### config.mk
export PLATFORM = sky130hd
export DESIGN_NAME = motor_speed_ramp_fsm_core
export DESIGN_NICKNAME = d
export VERILOG_FILES = /design/src/hdl/msr_pkg.sv /design/src/hdl/msr_cfg.sv /design/src/hdl/msr_ctrl.sv /design/src/hdl/motor_speed_ramp_fsm_core.sv
export SDC_FILE = /design/constraint.sdc
export NUM_CORES = 1
export LEC_CHECK = 0
export BUFFER_PORTS_ARGS = -buffer_cell sky130_fd_sc_hd__clkbuf_2
export CORE_MARGIN = 4
export CORE_UTILIZATION = 30
export CTS_CLUSTER_DIAMETER = 150
export DETAILED_ROUTE_END_ITERATION = 7
export GPL_TIMING_DRIVEN = 0
export SLEW_MARGIN = 20
export SYNTH_ARGS = -nofsm -noshare
export SYNTH_HDL_FRONTEND = slang
export SYNTH_SLANG_ARGS = --single-unit
### constraint.sdc
create_clock -name clk_i -period 19.18 [get_ports clk_i]
set_input_delay 2.877 -clock clk_i [delete_from_list [all_inputs] [get_ports clk_i]]
set_output_delay 2.877 -clock clk_i [all_outputs]
set_load 0.005 [all_outputs]
### src/hdl/msr_pkg.sv
// ----------------------------------------------------------------------------
// msr_pkg
// Shared types, command codes, mode codes and register map of the motor
// speed ramp controller.
// ----------------------------------------------------------------------------
`default_nettype none

package msr_pkg;

  localparam int unsigned MSR_SPEED_BITS = 16;

  // command codes
  localparam logic [1:0] FUNC_TICK  = 2'd0;
  localparam logic [1:0] FUNC_SET   = 2'd1;
  localparam logic [1:0] FUNC_STOP  = 2'd2;
  localparam logic [1:0] FUNC_ESTOP = 2'd3;

  // operating modes
  localparam logic [2:0] MODE_IDLE  = 3'd0;
  localparam logic [2:0] MODE_FWD   = 3'd1;
  localparam logic [2:0] MODE_BACK  = 3'd2;
  localparam logic [2:0] MODE_ACCEL = 3'd3;
  localparam logic [2:0] MODE_DECEL = 3'd4;
  localparam logic [2:0] MODE_ESTOP = 3'd5;

  // register index, taken from paddr[2]
  localparam logic REG_RAMP_RATE = 1'b0;
  localparam logic REG_MAX_DUTY  = 1'b1;

  localparam logic [7:0]  RAMP_RATE_RST = 8'd10;
  localparam logic [14:0] MAX_DUTY_RST  = 15'd1023;

  typedef struct packed {
    logic [7:0]  ramp_rate;
    logic [14:0] max_duty;
  } cfg_t;

  typedef struct packed {
    logic [1:0]         func;
    logic signed [15:0] speed_request;
  } cmd_t;

  typedef struct packed {
    logic [2:0]         mode;
    logic signed [15:0] present_speed;
    logic [14:0]        duty;
    logic               reverse;
    logic               coast_stop;
    logic               brake_stop;
  } res_t;

endpackage

`default_nettype wire

### src/hdl/msr_cfg.sv
// ----------------------------------------------------------------------------
// msr_cfg
// APB-style configuration registers: ramp rate and speed limit.
// ----------------------------------------------------------------------------
`default_nettype none

module msr_cfg (
  input  wire logic          clk_i,
  input  wire logic          rst_ni,
  input  wire logic          psel,
  input  wire logic          penable,
  input  wire logic          pwrite,
  input  wire logic [2:0]    paddr,
  input  wire logic [31:0]   pwdata,
  output logic [31:0]        prdata,
  output logic               pready,
  output msr_pkg::cfg_t      cfg_o
);
  import msr_pkg::*;

  logic [7:0]  ramp_rate_q, ramp_rate_d;
  logic [14:0] max_duty_q, max_duty_d;
  logic        wr_en;

  assign pready = 1'b1;
  assign wr_en  = psel & penable & pwrite;

  always_comb begin
    ramp_rate_d = ramp_rate_q;
    max_duty_d  = max_duty_q;
    if (wr_en) begin
      case (paddr[2])
        REG_RAMP_RATE: begin
          // zero rate would stall a ramp forever
          ramp_rate_d = (pwdata[7:0] == 8'd0) ? 8'd1 : pwdata[7:0];
        end
        REG_MAX_DUTY: begin
          max_duty_d = pwdata[14:0];
        end
        default: begin
          ramp_rate_d = ramp_rate_q;
        end
      endcase
    end
  end

  always_ff @(posedge clk_i or negedge rst_ni) begin
    if (!rst_ni) begin
      ramp_rate_q <= RAMP_RATE_RST;
      max_duty_q  <= MAX_DUTY_RST;
    end else begin
      ramp_rate_q <= ramp_rate_d;
      max_duty_q  <= max_duty_d;
    end
  end

  always_comb begin
    case (paddr[2])
      REG_RAMP_RATE: prdata = {24'd0, ramp_rate_q};
      REG_MAX_DUTY:  prdata = {17'd0, max_duty_q};
      default:       prdata = 32'd0;
    endcase
  end

  assign cfg_o.ramp_rate = ramp_rate_q;
  assign cfg_o.max_duty  = max_duty_q;

endmodule

`default_nettype wire

### src/hdl/msr_ctrl.sv
// ----------------------------------------------------------------------------
// msr_ctrl
// Mode, direction, target and speed registers with the per-command
// next-state logic; produces one result per executed command.
// ----------------------------------------------------------------------------
`default_nettype none

module msr_ctrl #(
  parameter int unsigned SPEED_BITS = msr_pkg::MSR_SPEED_BITS
) (
  input  wire logic          clk_i,
  input  wire logic          rst_ni,
  input  wire logic          fire_i,
  input  wire msr_pkg::cmd_t cmd_i,
  input  wire msr_pkg::cfg_t cfg_i,
  output msr_pkg::res_t      res_o
);
  import msr_pkg::*;

  localparam int unsigned SW = SPEED_BITS;
  // wide enough for the request, the limit and an overshooting ramp sum
  localparam int unsigned WW = ((SW > 16) ? SW : 16) + 2;
  localparam logic signed [WW-1:0] SpeedCap = WW'((longint'(1) << (SW - 1)) - 1);

  logic [2:0]           mode_q, mode_d;
  logic                 dir_q, dir_d;
  logic signed [SW-1:0] target_q, target_d;
  logic signed [SW-1:0] speed_q, speed_d;

  logic signed [WW-1:0] spd_w, tgt_w, rate_w, md_w, lim_w, req_w, clip_w;
  logic signed [WW-1:0] up_w, dn_w, up_cl, dn_cl, spd_n, tgt_n, spd_abs;
  logic [2:0]           mode_n, run_mode;
  logic                 dir_n, coast, brake;

  function automatic logic signed [WW-1:0] abs_w(input logic signed [WW-1:0] v);
    return (v < 0) ? -v : v;
  endfunction

  always_comb begin
    spd_w  = WW'(speed_q);
    tgt_w  = WW'(target_q);
    rate_w = $signed(WW'(cfg_i.ramp_rate));
    md_w   = $signed(WW'(cfg_i.max_duty));
    lim_w  = (md_w < SpeedCap) ? md_w : SpeedCap;
    req_w  = WW'($signed(cmd_i.speed_request));
    clip_w = (req_w > lim_w) ? lim_w : ((req_w < -lim_w) ? -lim_w : req_w);
    up_w   = spd_w + rate_w;
    dn_w   = spd_w - rate_w;
    up_cl  = (up_w > tgt_w) ? tgt_w : up_w;
    dn_cl  = (dn_w < tgt_w) ? tgt_w : dn_w;
    run_mode = dir_q ? MODE_BACK : MODE_FWD;

    mode_n = mode_q;
    dir_n  = dir_q;
    tgt_n  = tgt_w;
    spd_n  = spd_w;
    coast  = 1'b0;
    brake  = 1'b0;

    case (cmd_i.func)
      FUNC_TICK: begin
        case (mode_q)
          MODE_ACCEL: begin
            if (abs_w(spd_w) < abs_w(tgt_w)) begin
              spd_n = (tgt_w > 0) ? up_cl : dn_cl;
              if (spd_n == tgt_w) mode_n = run_mode;
            end
          end
          MODE_DECEL: begin
            if (spd_w != tgt_w) begin
              spd_n = (spd_w > 0) ? dn_cl : up_cl;
              if (spd_n == 0) begin
                coast  = 1'b1;
                mode_n = MODE_IDLE;
              end else if (spd_n == tgt_w) begin
                mode_n = run_mode;
              end
            end
          end
          MODE_FWD, MODE_BACK: begin
            if (spd_w != tgt_w) begin
              mode_n = (abs_w(spd_w) < abs_w(tgt_w)) ? MODE_ACCEL : MODE_DECEL;
            end
          end
          default: begin
            mode_n = mode_q;
          end
        endcase
      end
      FUNC_SET: begin
        tgt_n = clip_w;
        if (clip_w > 0) dir_n = 1'b0;
        else if (clip_w < 0) dir_n = 1'b1;
        if (clip_w != 0) begin
          if (spd_w == 0) mode_n = MODE_ACCEL;
          else if (abs_w(clip_w) < abs_w(spd_w)) mode_n = MODE_DECEL;
          else mode_n = dir_n ? MODE_BACK : MODE_FWD;
        end else begin
          // zero request keeps the direction and ramps down
          mode_n = MODE_DECEL;
        end
      end
      FUNC_STOP: begin
        tgt_n  = '0;
        spd_n  = '0;
        coast  = 1'b1;
        mode_n = MODE_IDLE;
      end
      FUNC_ESTOP: begin
        tgt_n  = '0;
        spd_n  = '0;
        brake  = 1'b1;
        mode_n = MODE_ESTOP;
      end
      default: begin
        mode_n = mode_q;
      end
    endcase

    spd_abs = abs_w(spd_n);

    mode_d   = fire_i ? mode_n : mode_q;
    dir_d    = fire_i ? dir_n : dir_q;
    target_d = fire_i ? tgt_n[SW-1:0] : target_q;
    speed_d  = fire_i ? spd_n[SW-1:0] : speed_q;
  end

  always_ff @(posedge clk_i or negedge rst_ni) begin
    if (!rst_ni) begin
      mode_q   <= MODE_IDLE;
      dir_q    <= 1'b0;
      target_q <= '0;
      speed_q  <= '0;
    end else begin
      mode_q   <= mode_d;
      dir_q    <= dir_d;
      target_q <= target_d;
      speed_q  <= speed_d;
    end
  end

  assign res_o.mode          = mode_n;
  assign res_o.present_speed = spd_n[15:0];
  assign res_o.duty          = spd_abs[14:0];
  assign res_o.reverse       = dir_n;
  assign res_o.coast_stop    = coast;
  assign res_o.brake_stop    = brake;

  a_estop_zeroes: assert property (@(posedge clk_i) disable iff (!rst_ni)
    fire_i && cmd_i.func == FUNC_ESTOP |=>
      mode_q == MODE_ESTOP && speed_q == 0 && target_q == 0)
    else $error("emergency stop did not zero the speeds");

  a_idle_at_rest: assert property (@(posedge clk_i) disable iff (!rst_ni)
    mode_q == MODE_IDLE |-> speed_q == 0)
    else $error("idle mode with nonzero speed");

  a_hold_when_quiet: assert property (@(posedge clk_i) disable iff (!rst_ni)
    !fire_i |=> $stable(mode_q) && $stable(speed_q) && $stable(target_q))
    else $error("state changed without a command");

endmodule

`default_nettype wire

### src/hdl/motor_speed_ramp_fsm_core.sv
// ----------------------------------------------------------------------------
// motor_speed_ramp_fsm_core
// Motor speed ramp controller: commands in, one status beat out per command.
// ----------------------------------------------------------------------------
// Every command (tick, set speed, stop, emergency stop) yields exactly one
// result beat. The block takes one command per clock: a command sits in the
// input register, is executed against the state registers by combinational
// add, compare and clamp logic, and lands in the output register, from which
// the result beat is presented; the throughput is one beat per cycle while
// the output is not stalled.
// Registers: ramp_rate at byte address 0 (zero is stored as one) and
// max_duty at byte address 4; write them only while no command is in flight.
// ----------------------------------------------------------------------------
`default_nettype none

module motor_speed_ramp_fsm_core #(
  parameter int unsigned SPEED_BITS = msr_pkg::MSR_SPEED_BITS
) (
  input  wire logic               clk_i,
  input  wire logic               rst_ni,
  input  wire logic               in_valid_i,
  output logic                    in_stall_o,
  input  wire logic [1:0]         func_i,
  input  wire logic signed [15:0] speed_request_i,
  output logic                    out_valid_o,
  input  wire logic               out_stall_i,
  output logic [2:0]              mode_o,
  output logic signed [15:0]      present_speed_o,
  output logic [14:0]             duty_o,
  output logic                    reverse_o,
  output logic                    coast_stop_o,
  output logic                    brake_stop_o,
  input  wire logic               psel,
  input  wire logic               penable,
  input  wire logic               pwrite,
  input  wire logic [2:0]         paddr,
  input  wire logic [31:0]        pwdata,
  output logic [31:0]             prdata,
  output logic                    pready
);
  import msr_pkg::*;

  cfg_t cfg;
  cmd_t cmd_q;
  res_t res_q, res_d;
  logic in_valid_q, in_valid_d;
  logic out_valid_q, out_valid_d;
  logic out_free, fire, in_acc;

  msr_cfg u_cfg (
    .clk_i   (clk_i),
    .rst_ni  (rst_ni),
    .psel    (psel),
    .penable (penable),
    .pwrite  (pwrite),
    .paddr   (paddr),
    .pwdata  (pwdata),
    .prdata  (prdata),
    .pready  (pready),
    .cfg_o   (cfg)
  );

  msr_ctrl #(
    .SPEED_BITS (SPEED_BITS)
  ) u_ctrl (
    .clk_i  (clk_i),
    .rst_ni (rst_ni),
    .fire_i (fire),
    .cmd_i  (cmd_q),
    .cfg_i  (cfg),
    .res_o  (res_d)
  );

  // output register frees up in the cycle its beat is taken
  assign out_free   = !out_valid_q || !out_stall_i;
  assign fire       = in_valid_q && out_free;
  assign in_stall_o = in_valid_q && !out_free;
  assign in_acc     = in_valid_i && !in_stall_o;

  always_comb begin
    in_valid_d = in_valid_q;
    if (in_acc) in_valid_d = 1'b1;
    else if (fire) in_valid_d = 1'b0;
    out_valid_d = out_valid_q;
    if (fire) out_valid_d = 1'b1;
    else if (!out_stall_i) out_valid_d = 1'b0;
  end

  always_ff @(posedge clk_i or negedge rst_ni) begin
    if (!rst_ni) begin
      in_valid_q  <= 1'b0;
      out_valid_q <= 1'b0;
    end else begin
      in_valid_q  <= in_valid_d;
      out_valid_q <= out_valid_d;
    end
  end

  always_ff @(posedge clk_i) begin
    if (in_acc) begin
      cmd_q.func          <= func_i;
      cmd_q.speed_request <= speed_request_i;
    end
    if (fire) begin
      res_q <= res_d;
    end
  end

  assign out_valid_o     = out_valid_q;
  assign mode_o          = res_q.mode;
  assign present_speed_o = res_q.present_speed;
  assign duty_o          = res_q.duty;
  assign reverse_o       = res_q.reverse;
  assign coast_stop_o    = res_q.coast_stop;
  assign brake_stop_o    = res_q.brake_stop;

endmodule

`default_nettype wire
==> results of run 1 <==
-- area by class of cell --
class / count / share of cell area [%]
clock buffer: 19 / 3.01
timing repair buffer: 96 / 3.67
clock inverter: 13 / 1.26
tap: 532 / 4.62
inverter: 114 / 2.97
sequential: 115 / 22.0
buffer: 104 / 3.55
multi-input combinational: 1193 / 59.0
-- cell usage after synthesis (24+ instances only) --
cell type,number
clkbuf_1,66
nor2_1,94
nand3_1,35
mux2_2,26
xor2_1,28
xnor2_1,97
nand4_1,31
o21ai_1,24
o21ai_0,86
a21oi_1,85
dfrtp_1,49
inv_1,106
edfxtp_1,54
ha_1,121
nand2_1,130
nor3_1,35
-- state kept, by name (all words and copies together) (netlist names), 3 cells and up --
register           flops
u_ctrl.target_q       16
u_cfg.ramp_rate_q      8
u_cfg.max_duty_q      15
u_ctrl.mode_q          3
present_speed_o       16
duty_o                14
cmd_q                 18
mode_o                 3
u_ctrl.speed_q        16
-- per-stage QoR --
stage          power (mW)  utilization, %  hold slack, ns
2_1_floorplan        1.48               -           0.457
3_3_place_gp         2.02            33.5           0.472
3_5_place_dp         2.02            33.6           0.476
4_1_cts              2.37            35.1           0.493
5_1_grt              2.56            35.1           0.509
6_report             2.42            35.1           0.490
-- cell usage in the layout (no fill, tap or decap), types with 12 or more instances in the layout --
cell,netlist,final
nand2_1,130,130
ha_1,121,121
inv_1,106,106
xnor2_1,97,97
nor2_1,94,94
clkbuf_2,0,94
o21ai_0,86,86
a21oi_1,85,85
clkbuf_1,66,67
edfxtp_1,54,54
dfrtp_1,49,49
nor3_1,35,35
nand3_1,35,35
nand4_1,31,31
xor2_1,28,28
mux2_2,26,26
conb_1,2,25
o21ai_1,24,24
nand2b_1,20,20
buf_4,19,19
a21o_1,17,17
and2_1,17,17
o31ai_1,17,17
clkbuf_16,0,17
a211oi_1,15,15
a31oi_1,15,15
and3_1,15,15
buf_2,14,14
o221ai_1,14,14
or3_1,12,12
o21a_1,12,12
dfstp_2,12,12
-- metal layers --
metal  global-route usage [%]  vias up  part of all wire (%)
met3                     3.60      106                   7.7
met4                     8.92        0                   4.3
met2                     34.2      624                    44
met5                        0        -                     0
met1                     30.7     6052                    44
li1                         -     5737                     -
-- cells by family after synthesis --
kind of cell / share of synthesized area [%]
and+or+nand+nor: 18.5
AOI/OAI and AO/OA: 23.9
buffers and inverters: 7.50
xor gates and xnor gates: 8.94
adders and majority gates: 12.4
DFF: 25.3
muxes: 3.32
other: 0.0601
-- how the worst min path moves through the flow --
stage	start	endpoint	slack, ns	cells after the start
after CTS	in_valid_q	out_valid_o	0.49	1
final	in_valid_q	out_valid_o	0.49	1
after floorplan	in_valid_q	out_valid_o	0.46	1
after detailed placement	in_valid_q	out_valid_o	0.48	1
after global routing	in_valid_q	out_valid_o	0.51	1
after global placement	in_valid_q	out_valid_o	0.47	1
-- critical path, delay by kind of cell (launching register included) --
family,cells,cell delay (ns)
buffers and inverters,4,1.14
adders and majority gates,3,0.74
muxes,1,0.26
and+or+nand+nor,11,3.45
AOI/OAI and AO/OA,13,2.92
DFF,1,0.36
xor gates and xnor gates,1,0.18
-- power by group --
| part | internal [mW] | leakage (nW) | total, mW | switching, mW |
|---|---|---|---|---|
| combinational | 0.569 | 4.45 | 1.71 | 1.14 |
| sequential | 0.316 | 1.29 | 0.369 | 0.0527 |
| clock | 0.217 | 0.299 | 0.339 | 0.122 |
==> results summary, run 1 <==
The first TritonRoute pass finished after 5 iterations. The effective utilization at floorplan came out at 30.5%. Counting distinct cell types in the post-synthesis netlist gives 106. The synthesized flop and latch total came out at between 100 and 150. For this run, asynchronously set or reset flops after synthesis account for 53.0%.

Entering global routing, the biggest net connects 52 pins. The total negative setup slack came out at 0 ns. The top cell type's share of synthesized area is between 10% and 20%. The initial antenna violation count is 0. The DRC violations left came out at 0. Fill cells in the final layout number 4,267.

The max-capacitance violation count is 0. The critical path is of the reg2reg type. The global route total overflow is 0. In this run the worst hold path is classified as reg2reg. The horizontal die dimension came out at 212 µm. The port buffer count came out at 94.

The final net count is 1,824. edfxtp_1 takes more of the synthesized area than any other cell. The number of placed instances with taps included is about 2,200. The floorplan step set the die height to about 210 µm. Measured against its own limit, the worst slew margin works out to 25.4%.

The worst slack after detailed placement is between 10 and 15 ns. The launching element type of the critical path is a register. In this run the clock root is driven by a clkbuf_16. The first global-routing pass estimated 75,100 µm of wire. The maximum level of the CTS H-tree came out at 4. In the final layout, the multi-input gates occupy 0.00849 mm². The worst setup path is captured at a register. The flow ran to the end, and the final reports show no timing, DRC or antenna violations.

The hold violation total from the final report came to 0. The detailed router finished its first iteration with 1,401 violations. The clock buffer count from CTS is 17.

The deepest clock path buffer count came out at 2. Ranked by total cell area, the synthesized netlist is headed by edfxtp_1 (13%), ha_1 (12%), dfrtp_1 (9.8%). The total track usage is 22.1%.

At the pin with the least slew margin, the transition time is 1.11 ns. On the worst path, the slowest cell contributes a delay of 0.66 ns. For the worst-skew pair, the clock arrives at the later sink with an insertion delay of 0.44 ns. The reg-to-reg setup timing slack came out at about 10 ns. TritonCTS built the clock tree.

The last element of the critical path is u_ctrl.mode_q[0]. The post-placement cell area came out at 0.0138 mm². The antenna diode count came out at 0. The average wire per standard cell is 23.3 µm. The clock slew at the register clock pins of the worst setup and hold paths is ~0.060 ns. For this design, the sink count on the clock tree is 115. The final count of negative-setup-slack endpoints came out at 0. The peak fanout along the critical path came out at 10.

The detailed router placed 12,519 vias in this run. The maximum resistive drop on vdd came out at 88.6 µV. The portion of the clock cycle consumed by the worst path in the final layout came out at 47.6%.

The area of the placeable core is around 0.041 mm². The endpoint identified for the worst register-to-register timing path is u_ctrl.mode_q[0]. The sequential area share after synthesis came out at 25.3%. The clock arrives with 0.0164 ns of skew. The routed via count divided by cell count came out at between 5 and 6. The number of pins with negative max-slew slack in the final report came out at 0. Setup repair after global routing left no endpoint under its margin.

For this design the static power due to leakage is 6.04 nW. The count of synthesis-stage warnings from yosys came out at 0. The highest attainable clock frequency came out at 0.109 GHz.

The site row count is 74. The number of hold buffers added after CTS is 0. The data required time of the worst path is between 15 and 20 ns. Averaged over all synthesized cells, the footprint is 8.32 µm². The number of cells in the finished layout apart from fillers came out at 2,186. The data arrival time of the critical path is 9.46 ns. For this design, the slowest cell found on the critical path is nor3_1. The area added between synthesis and finish came out at 15.2%. The time the worst path needs with I/O delays and setup is 9.13 ns. The area of the die came out at approximately 0.045 mm². Pin placement for this block handled around 130 I/O pins.

After routing the design area is about 0.014 mm². The netlist area before placement came out at ~0.013 mm². The final antenna-violating net count came out at 0. The number of global-route vias before repair was approximately 12,000.

The number of buffers inserted by post-CTS setup repair is 0. In this run the worst setup path begins at u_cfg.max_duty_q[7]. The proportion of layout cells with a drive suffix above 1 is approximately 15%. In the final layout, flip-flops and latches occupy 0.00316 mm².

The placer congestion estimate came out at 1.03. The worst register-to-register path has a depth of 33. The startpoint identified for the worst register-to-register timing path is u_cfg.max_duty_q[7]. For this block, the routed nets add up to 50,900 µm of wire. The instance count of the mapped netlist came out at 1,503. The number of gates resized after cts came out at 0. The final worst slack came out at approximately 10 ns.

In the synthesized netlist the dominant register cell turns out to be edfxtp_1. The number of flops mapped to enable cells by yosys came out at 54. Detailed placement finished with a half-perimeter wire length of 40,300 µm. The total power per unit cell area came out at 168 mW/mm².
Power figures use the tool's default switching activity.
==> inputs of run 2 (changes only) <==
==> constraint.sdc (replaced) <==
create_clock -name clk_i -period 7.33 [get_ports clk_i]
set_input_delay 1.0995 -clock clk_i [delete_from_list [all_inputs] [get_ports clk_i]]
set_output_delay 1.0995 -clock clk_i [all_outputs]
set_load 0.005 [all_outputs]
==> results summary, run 2 (synthesis results as in run 1) <==
Result of the run: complete, no violations (unchanged). The data required time of the worst path is 7.66 ns (was 19.51 ns). The antenna diode count came out at 0 (unchanged). The port buffer count came out at 94 (unchanged). The total power per unit cell area came out at 436 mW/mm² (was 168 mW/mm²). The largest stage delay on the critical path came out at 0.42 ns (was 0.66 ns).

The first-iteration detailed-routing DRC count is 1,402 (was 1,401). The maximum resistive drop on vdd came to 233 µV (was 88.6 µV). The post-route clock skew is 0.0168 ns (was 0.0164 ns). The hold path depth is 1 (unchanged). The total power came to 6.56 mW (was 2.42 mW).

The buffer cell driving the clock tree root was clkbuf_16 (unchanged). The hold violation total from the final report is 0 (unchanged). The maximum level of the CTS H-tree is 4 (unchanged). The proportion of layout cells with a drive suffix above 1 came out at 20.5% (was 15.2%). The net load switching power is 3.56 mW (was 1.32 mW).

The number of I/O pins is 132 (unchanged). The reg-to-reg setup timing slack came out at 0.19 ns (was 10.05 ns). The final count of negative-setup-slack endpoints came out at 0 (unchanged). The global route total overflow came out at 0 (unchanged). The worst max-slew margin expressed relative to the limit came out at 30.2% (was 25.4%). The worst slack after detailed placement is -1.71 ns (was 10.14 ns).

The site row count is 74 (unchanged). The startpoint of the most critical register-to-register path is u_cfg.max_duty_q[2] (was u_cfg.max_duty_q[7]). The total routed wire length on the met1 layer is 22,400 µm (about the same). The portion of the clock cycle consumed by the worst path in the final layout was 97.4% (was 47.6%).

The end of the worst register-to-register path was u_ctrl.mode_q[0] (unchanged). The critical path's slowest cell is dfstp_2 (was nor3_1). The leakage component of the power came to 6.29 nW (was 6.04 nW).

The most common cell after layout, fill and taps aside is nand2_1 (unchanged). The number of pins with negative max-slew slack in the final report is 0 (unchanged). The deepest clock path buffer count came out at 2 (unchanged). The post-route cell area is 0.0150 mm² (was 0.0144 mm²). The launching element type of the critical path was a register (unchanged). The routed via count divided by cell count came out at 5.70 (was 5.73).

The first-pass GRT wire length is 75,600 µm (was 75,100 µm). The critical path class is reg2reg (unchanged). The register bank with the most flops is cmd_q (unchanged). The clock sink count came out at 115 (unchanged). The highest attainable clock frequency is 0.140 GHz (was 0.109 GHz). The area of the die is 0.0450 mm² (unchanged).

The flip-flop count of the largest register, all copies and words added came to 18 (unchanged). The total vias in the final route came to 12,608 (was 12,519). The final worst slack is 0.190 ns (was 10.05 ns). The pin count of the biggest net entering global routing came to 52 (unchanged). The DRC violations left came out at 0 (unchanged). The sum of buffers and inverters on the critical path is 2 (was 4). The final net count came out at 1,851 (was 1,824). The wire length reported by the detailed router came to 51,800 µm (was 50,900 µm). The chip height came out at 212 µm (unchanged).

The minimum hold slack is 0.490 ns (about the same). The first-pass detailed-route iteration total is 6 (was 5). The type of the tightest min-delay check is reg2reg (unchanged). The area added between synthesis and finish was 20.3% (was 15.2%). The most repeated library cell on the critical path is nor3_4. The design internal power came out at 2.99 mW (was 1.10 mW). The worst hold endpoint was out_valid_o (unchanged). The number of hold buffers added after CTS is 0 (unchanged). The combinational share of power was 71.3% (was 70.7%).

The average wire per standard cell came out at 23.4 µm (was 23.3 µm). The initial antenna violation count is 0 (unchanged). Setup repair after global routing missed its margin: yes (was no). The highest routed metal layer is met4 (unchanged). The clock slew at the register clock pins of the worst setup and hold paths is 0.06 ns (about the same). The peak fanout along the critical path is 7 (was 10). The effective utilization at floorplan is 30.5% (unchanged).

The total track usage is 22.2% (was 22.1%). The end-of-flow core utilization came out at 36.7% (was 35.1%). The data arrival time of the critical path is 7.47 ns (was 9.46 ns). The clock power share came out at 13.6% (was 14.0%). The time the worst path needs with I/O delays and setup is 7.14 ns (was 9.13 ns). The number of global-route vias before repair came to 11,897 (was 11,809).

The clock insertion delay at the later pin of the skew report came out at 0.44 ns (about the same). The hold path startpoint was in_valid_q (unchanged). The total half-perimeter wirelength after legalization and detailed placement came out at 40,300 µm (unchanged). The proportion of power drawn by flip-flops and latches is 15.2% (was 15.3%). The horizontal die dimension came out at 212 µm (unchanged).

The final antenna-violating net count was 0 (unchanged). The type of element capturing the critical path is a register (unchanged). The placer congestion estimate came to 1.03 (unchanged). The total length of routed met2 wires is 23,100 µm (was 22,400 µm).

The transition at the pin with the smallest max-transition slack is 1.05 ns (was 1.11 ns). The number of cell instances on the worst register-to-register path came out at 32 (was 33). The kind of cell with the highest combined delay on the critical path was compound AO/OA/AOI/OAI gates (was simple AND/OR/NAND/NOR gates). The number of filler cells placed in the layout is 4,215 (was 4,267).

Top library cells by usage in the layout, fill and taps aside: nand2_1 (127), ha_1 (117), inv_1 (104) (was nand2_1 (130), ha_1 (121), inv_1 (106)). The max-capacitance violation count came to 0 (unchanged). The post-placement cell area was 0.0138 mm² (unchanged).

The amount of wire on met3 after detailed routing was 4020 µm (was 3920 µm). The clock buffer count from CTS came out at 17 (unchanged). The switching share of power is 54.4% (about the same). The area of the placeable core is 0.0410 mm² (unchanged). The TritonCTS clock tree is yes (unchanged).
run 2: stage by stage:
step           TNS [ns]  std cells
2_1_floorplan         0       1526
3_3_place_gp     -10.51       2152
3_5_place_dp     -11.49       2154
4_1_cts               0       2192
5_1_grt          -0.210       2213
6_report              0       2213
run 2: worst max-delay path by stage:
stage | start | to | slack [ns] | cells after the start
finish | u_cfg.max_duty_q[2] | u_ctrl.mode_q[0] | 0.19 | 32
global route | u_cfg.max_duty_q[0] | u_ctrl.mode_q[0] | -0.15 | 32
CTS | u_cfg.max_duty_q[1] | u_ctrl.mode_q[0] | 0.008 | 33
detailed placement | u_cfg.max_duty_q[7] | u_ctrl.mode_q[0] | -1.71 | 33
global placement | u_cfg.max_duty_q[7] | u_ctrl.mode_q[0] | -1.64 | 33
floorplan | u_cfg.max_duty_q[1] | u_ctrl.mode_q[0] | 0.35 | 33
run 2: what timing repair did:
| item | in CTS | in global routing |
|---|---|---|
| setup buffers | 11 | 22 |
| resized for setup | 27 | 71 |
| endpoints found under the setup margin | 16 | 16 |
| pin swaps | 10 | 35 |
run 2: final cells by class:
cell class	instances	area [µm²]	share of cell area (%)
clock inverters	13	181	1.21
well taps	532	666	4.43
multi-input cells	1193	8880	59.1
inverters	114	428	2.85
clock buffers	19	433	2.88
repair buffers	129	776	5.16
plain buffers	98	504	3.35
flip-flops and latches	115	3170	21.1
run 2: worst register-to-register path, delay by kind of cell (launching register included):
family	cells	cell delay, ns
adder cells (fa/ha/maj)	2	0.51
AO/OA/AOI/OAI	14	2.84
XOR/XNOR	1	0.09
multiplexers	1	0.30
flip-flops	1	0.42
buffers and inverters	2	0.36
AND/OR/NAND/NOR	12	2.54
run 2: power by group through the flow:
stage	Sequential [mW]	Clock, mW	Combinational [mW]
after CTS	0.988	0.907	4.36
after detailed placement	0.975	0	4.31
final	0.995	0.889	4.67
after global placement	0.971	0	4.30
after floorplan	0.916	0	2.95
after global routing	1.01	0.932	5.00
run 2: metal layers:
layer	vias to the layer above	global-route usage, %
li1	5793	-
met1	6091	31.0
met2	612	34.4
met3	112	3.48
met4	0	9.05
met5	-	0
==> inputs of run 3 (changes only) <==
--- a/config.mk
+++ b/config.mk
@@ -8,6 +8,7 @@
 export BUFFER_PORTS_ARGS = -buffer_cell sky130_fd_sc_hd__clkbuf_2
 export CORE_MARGIN = 4
 export CORE_UTILIZATION = 30
+export CTS_BUF_LIST = sky130_fd_sc_hd__clkbuf_4 sky130_fd_sc_hd__clkbuf_8
 export CTS_CLUSTER_DIAMETER = 150
 export DETAILED_ROUTE_END_ITERATION = 7
 export GPL_TIMING_DRIVEN = 0
==> results summary, run 3 (synthesis results as in run 1) <==
The launching element of the worst setup path is u_cfg.max_duty_q[2] (unchanged). The final count of negative-setup-slack endpoints came out at 0 (unchanged). The type of element capturing the critical path was a register (unchanged). The area added between synthesis and finish came out at 18.4% (was 20.3%). The horizontal die dimension came out at 212 µm (unchanged). The worst hold endpoint was out_valid_o (unchanged). The kind of cell with the highest combined delay on the critical path is compound AO/OA/AOI/OAI gates (unchanged). The pin count of the biggest net entering global routing came out at 52 (unchanged). The maximum level of the CTS H-tree came out at 4 (unchanged). The global route total overflow is 0 (unchanged).

The startpoint of the most critical register-to-register path is u_cfg.max_duty_q[2] (unchanged). The first-pass detailed-route iteration total came out at 7 (was 6). The final antenna-violating net count was 0 (unchanged). The chip height was 212 µm (unchanged). The portion of the clock cycle consumed by the worst path in the final layout is 96.7% (was 97.4%). The post-route cell area came out at 0.0148 mm² (was 0.0150 mm²). The most repeated library cell on the critical path is nor3_4 (unchanged). Setup repair after global routing missed its margin: yes (unchanged). The first-iteration detailed-routing DRC count came to 1,417 (was 1,402). The deepest clock path buffer count is 2 (unchanged). The most common cell after layout, fill and taps aside is nand2_1 (unchanged). The combinational share of power is 73.8% (was 71.3%).

The clock insertion delay at the later pin of the skew report came to 0.46 ns (was 0.44 ns). The first-pass GRT wire length is 75,100 µm (was 75,600 µm). The worst max-slew margin expressed relative to the limit came out at 28.9% (was 30.2%).

The largest stage delay on the critical path is 0.42 ns (about the same). The clock slew at the register clock pins of the worst setup and hold paths is 0.08 ns (was 0.06 ns). The number of pins with negative max-slew slack in the final report was 0 (unchanged).

The end-of-flow core utilization is 36.1% (was 36.7%). Result of the run: complete, no violations (unchanged). The post-placement cell area is 0.0138 mm² (unchanged).

The peak fanout along the critical path came out at 10 (was 7). The total track usage is 22.0% (was 22.2%). The area of the die came to 0.0450 mm² (unchanged). Top library cells by usage in the layout, fill and taps aside: nand2_1 (127), ha_1 (118), inv_1 (104) (was nand2_1 (127), ha_1 (117), inv_1 (104)). The net load switching power came out at 3.52 mW (was 3.56 mW). The reg-to-reg setup timing slack came out at 0.24 ns (was 0.19 ns). The leakage component of the power is 6.20 nW (was 6.29 nW). The total routed wire length on the met1 layer came out at 22,400 µm (about the same).

The hold path depth is 1 (unchanged). The placer congestion estimate came out at 1.03 (unchanged). The launching element type of the critical path is a register (unchanged). The maximum resistive drop on vdd is 237 µV (was 233 µV).

The port buffer count was 94 (unchanged). The end of the worst register-to-register path is u_ctrl.mode_q[0] (unchanged). The number of cell instances on the worst register-to-register path is 32 (unchanged). The clock power share came out at 10.5% (was 13.6%). The final net count came to 1,849 (was 1,851).

The number of hold buffers added after CTS came to 0 (unchanged). The hold violation total from the final report came out at 0 (unchanged). The DRC violations left is 0 (unchanged). The initial antenna violation count is 0 (unchanged). The switching share of power came to 55.7% (was 54.4%).

The critical path's slowest cell is dfstp_2 (unchanged). The time the worst path needs with I/O delays and setup came out at 7.09 ns (was 7.14 ns). The max-capacitance violation count is 0 (unchanged). The buffer cell driving the clock tree root is clkbuf_8 (was clkbuf_16). The total length of routed met2 wires is 22,600 µm (was 23,100 µm). The post-route clock skew was 0.0157 ns (was 0.0168 ns). The register bank with the most flops is cmd_q (unchanged). The routed via count divided by cell count came out at 5.68 (was 5.70). The highest routed metal layer was met4 (unchanged). The total half-perimeter wirelength after legalization and detailed placement came to 40,300 µm (unchanged).

The type of the tightest min-delay check is reg2reg (unchanged). The transition at the pin with the smallest max-transition slack is 1.06 ns (was 1.05 ns). The total power per unit cell area is 428 mW/mm² (was 436 mW/mm²). The proportion of layout cells with a drive suffix above 1 came out at 20.3% (was 20.5%).

The hold path startpoint was in_valid_q (unchanged). The proportion of power drawn by flip-flops and latches is 15.8% (was 15.2%). The site row count is 74 (unchanged). The area of the placeable core came to 0.0410 mm² (unchanged). The total vias in the final route was 12,563 (was 12,608). The sum of buffers and inverters on the critical path came out at 2 (unchanged). The clock buffer count from CTS is 17 (unchanged).

The clock sink count is 115 (unchanged). The number of I/O pins is 132 (unchanged). The number of global-route vias before repair came out at 11,855 (was 11,897). The amount of wire on met3 after detailed routing is 4070 µm (was 4020 µm). The effective utilization at floorplan came out at 30.5% (unchanged). The average wire per standard cell came out at 23.2 µm (was 23.4 µm). The TritonCTS clock tree was yes (unchanged). The data arrival time of the critical path is 7.45 ns (was 7.47 ns). The highest attainable clock frequency came to 0.141 GHz (was 0.140 GHz). The design internal power is 2.81 mW (was 2.99 mW). The data required time of the worst path came out at 7.69 ns (was 7.66 ns). The flip-flop count of the largest register, all copies and words added is 18 (unchanged). The critical path class was reg2reg (unchanged). The wire length reported by the detailed router is 51,400 µm (was 51,800 µm).
==> run 3: cell types whose count changed in the layout (fill, tap and decap cells not counted), moves of 2 or more <==
cell | before | now
clkbuf_16 | 17 | 0
clkbuf_8 | 0 | 17
clkbuf_1 | 56 | 53
a21oi_2 | 9 | 7
clkbuf_4 | 1 | 3
==> run 3: final cells by class <==
type	count	area, µm²
fillers	4250	26200
flip-flops and latches	115	3170
clock inverters	13	181
inverters	114	428
clock buffers	19	249
repair buffers	128	768
well taps	532	666
plain buffers	97	500
diodes	1	2.50
multi-input cells	1193	8840
==> run 3: how the worst max path moves through the flow <==
stage / cells past startpoint / end / slack (ns)
global placement: 33 / u_ctrl.mode_q[0] / -1.64
CTS: 34 / u_ctrl.mode_q[0] / 0.002
global route: 32 / u_ctrl.mode_q[0] / -0.13
floorplan: 33 / u_ctrl.mode_q[0] / 0.35
finish: 32 / u_ctrl.mode_q[0] / 0.24
detailed placement: 33 / u_ctrl.mode_q[0] / -1.71
==> run 3: stage by stage <==
stage / TNS (ns) / std cells / hold WS [ns] / setup WS, ns / total power, mW
2_1_floorplan: 0 / 1526 / 0.457 / 0.354 / 3.87
3_3_place_gp: -10.51 / 2152 / 0.472 / -1.64 / 5.28
3_5_place_dp: -11.49 / 2154 / 0.476 / -1.71 / 5.28
4_1_cts: 0 / 2192 / 0.491 / 0.00172 / 6.03
5_1_grt: -0.252 / 2211 / 0.500 / -0.135 / 6.70
6_report: 0 / 2212 / 0.494 / 0.242 / 6.33
==> run 3: layer usage <==
layer | GRT usage, % | up-vias
met4 | 9.19 | 0
met2 | 33.9 | 587
met3 | 3.32 | 108
met5 | 0 | -
li1 | - | 5801
met1 | 30.9 | 6067
==> run 3: power groups by stage <==
stage	registers (mW)	clock network [mW]	logic (mW)
finish	0.997	0.663	4.67
global route	1.01	0.706	4.99
CTS	0.987	0.680	4.36
detailed placement	0.975	0	4.31
global placement	0.971	0	4.30
floorplan	0.916	0	2.95
==> run 3: timing repair <==
| action | in CTS | in global routing |
|---|---|---|
| pin swaps | 9 | 28 |
| buffers inserted | 11 | 21 |
| hold endpoints to repair | 0 | 0 |
| resized for setup | 25 | 62 |
| setup endpoints to repair | 16 | 16 |
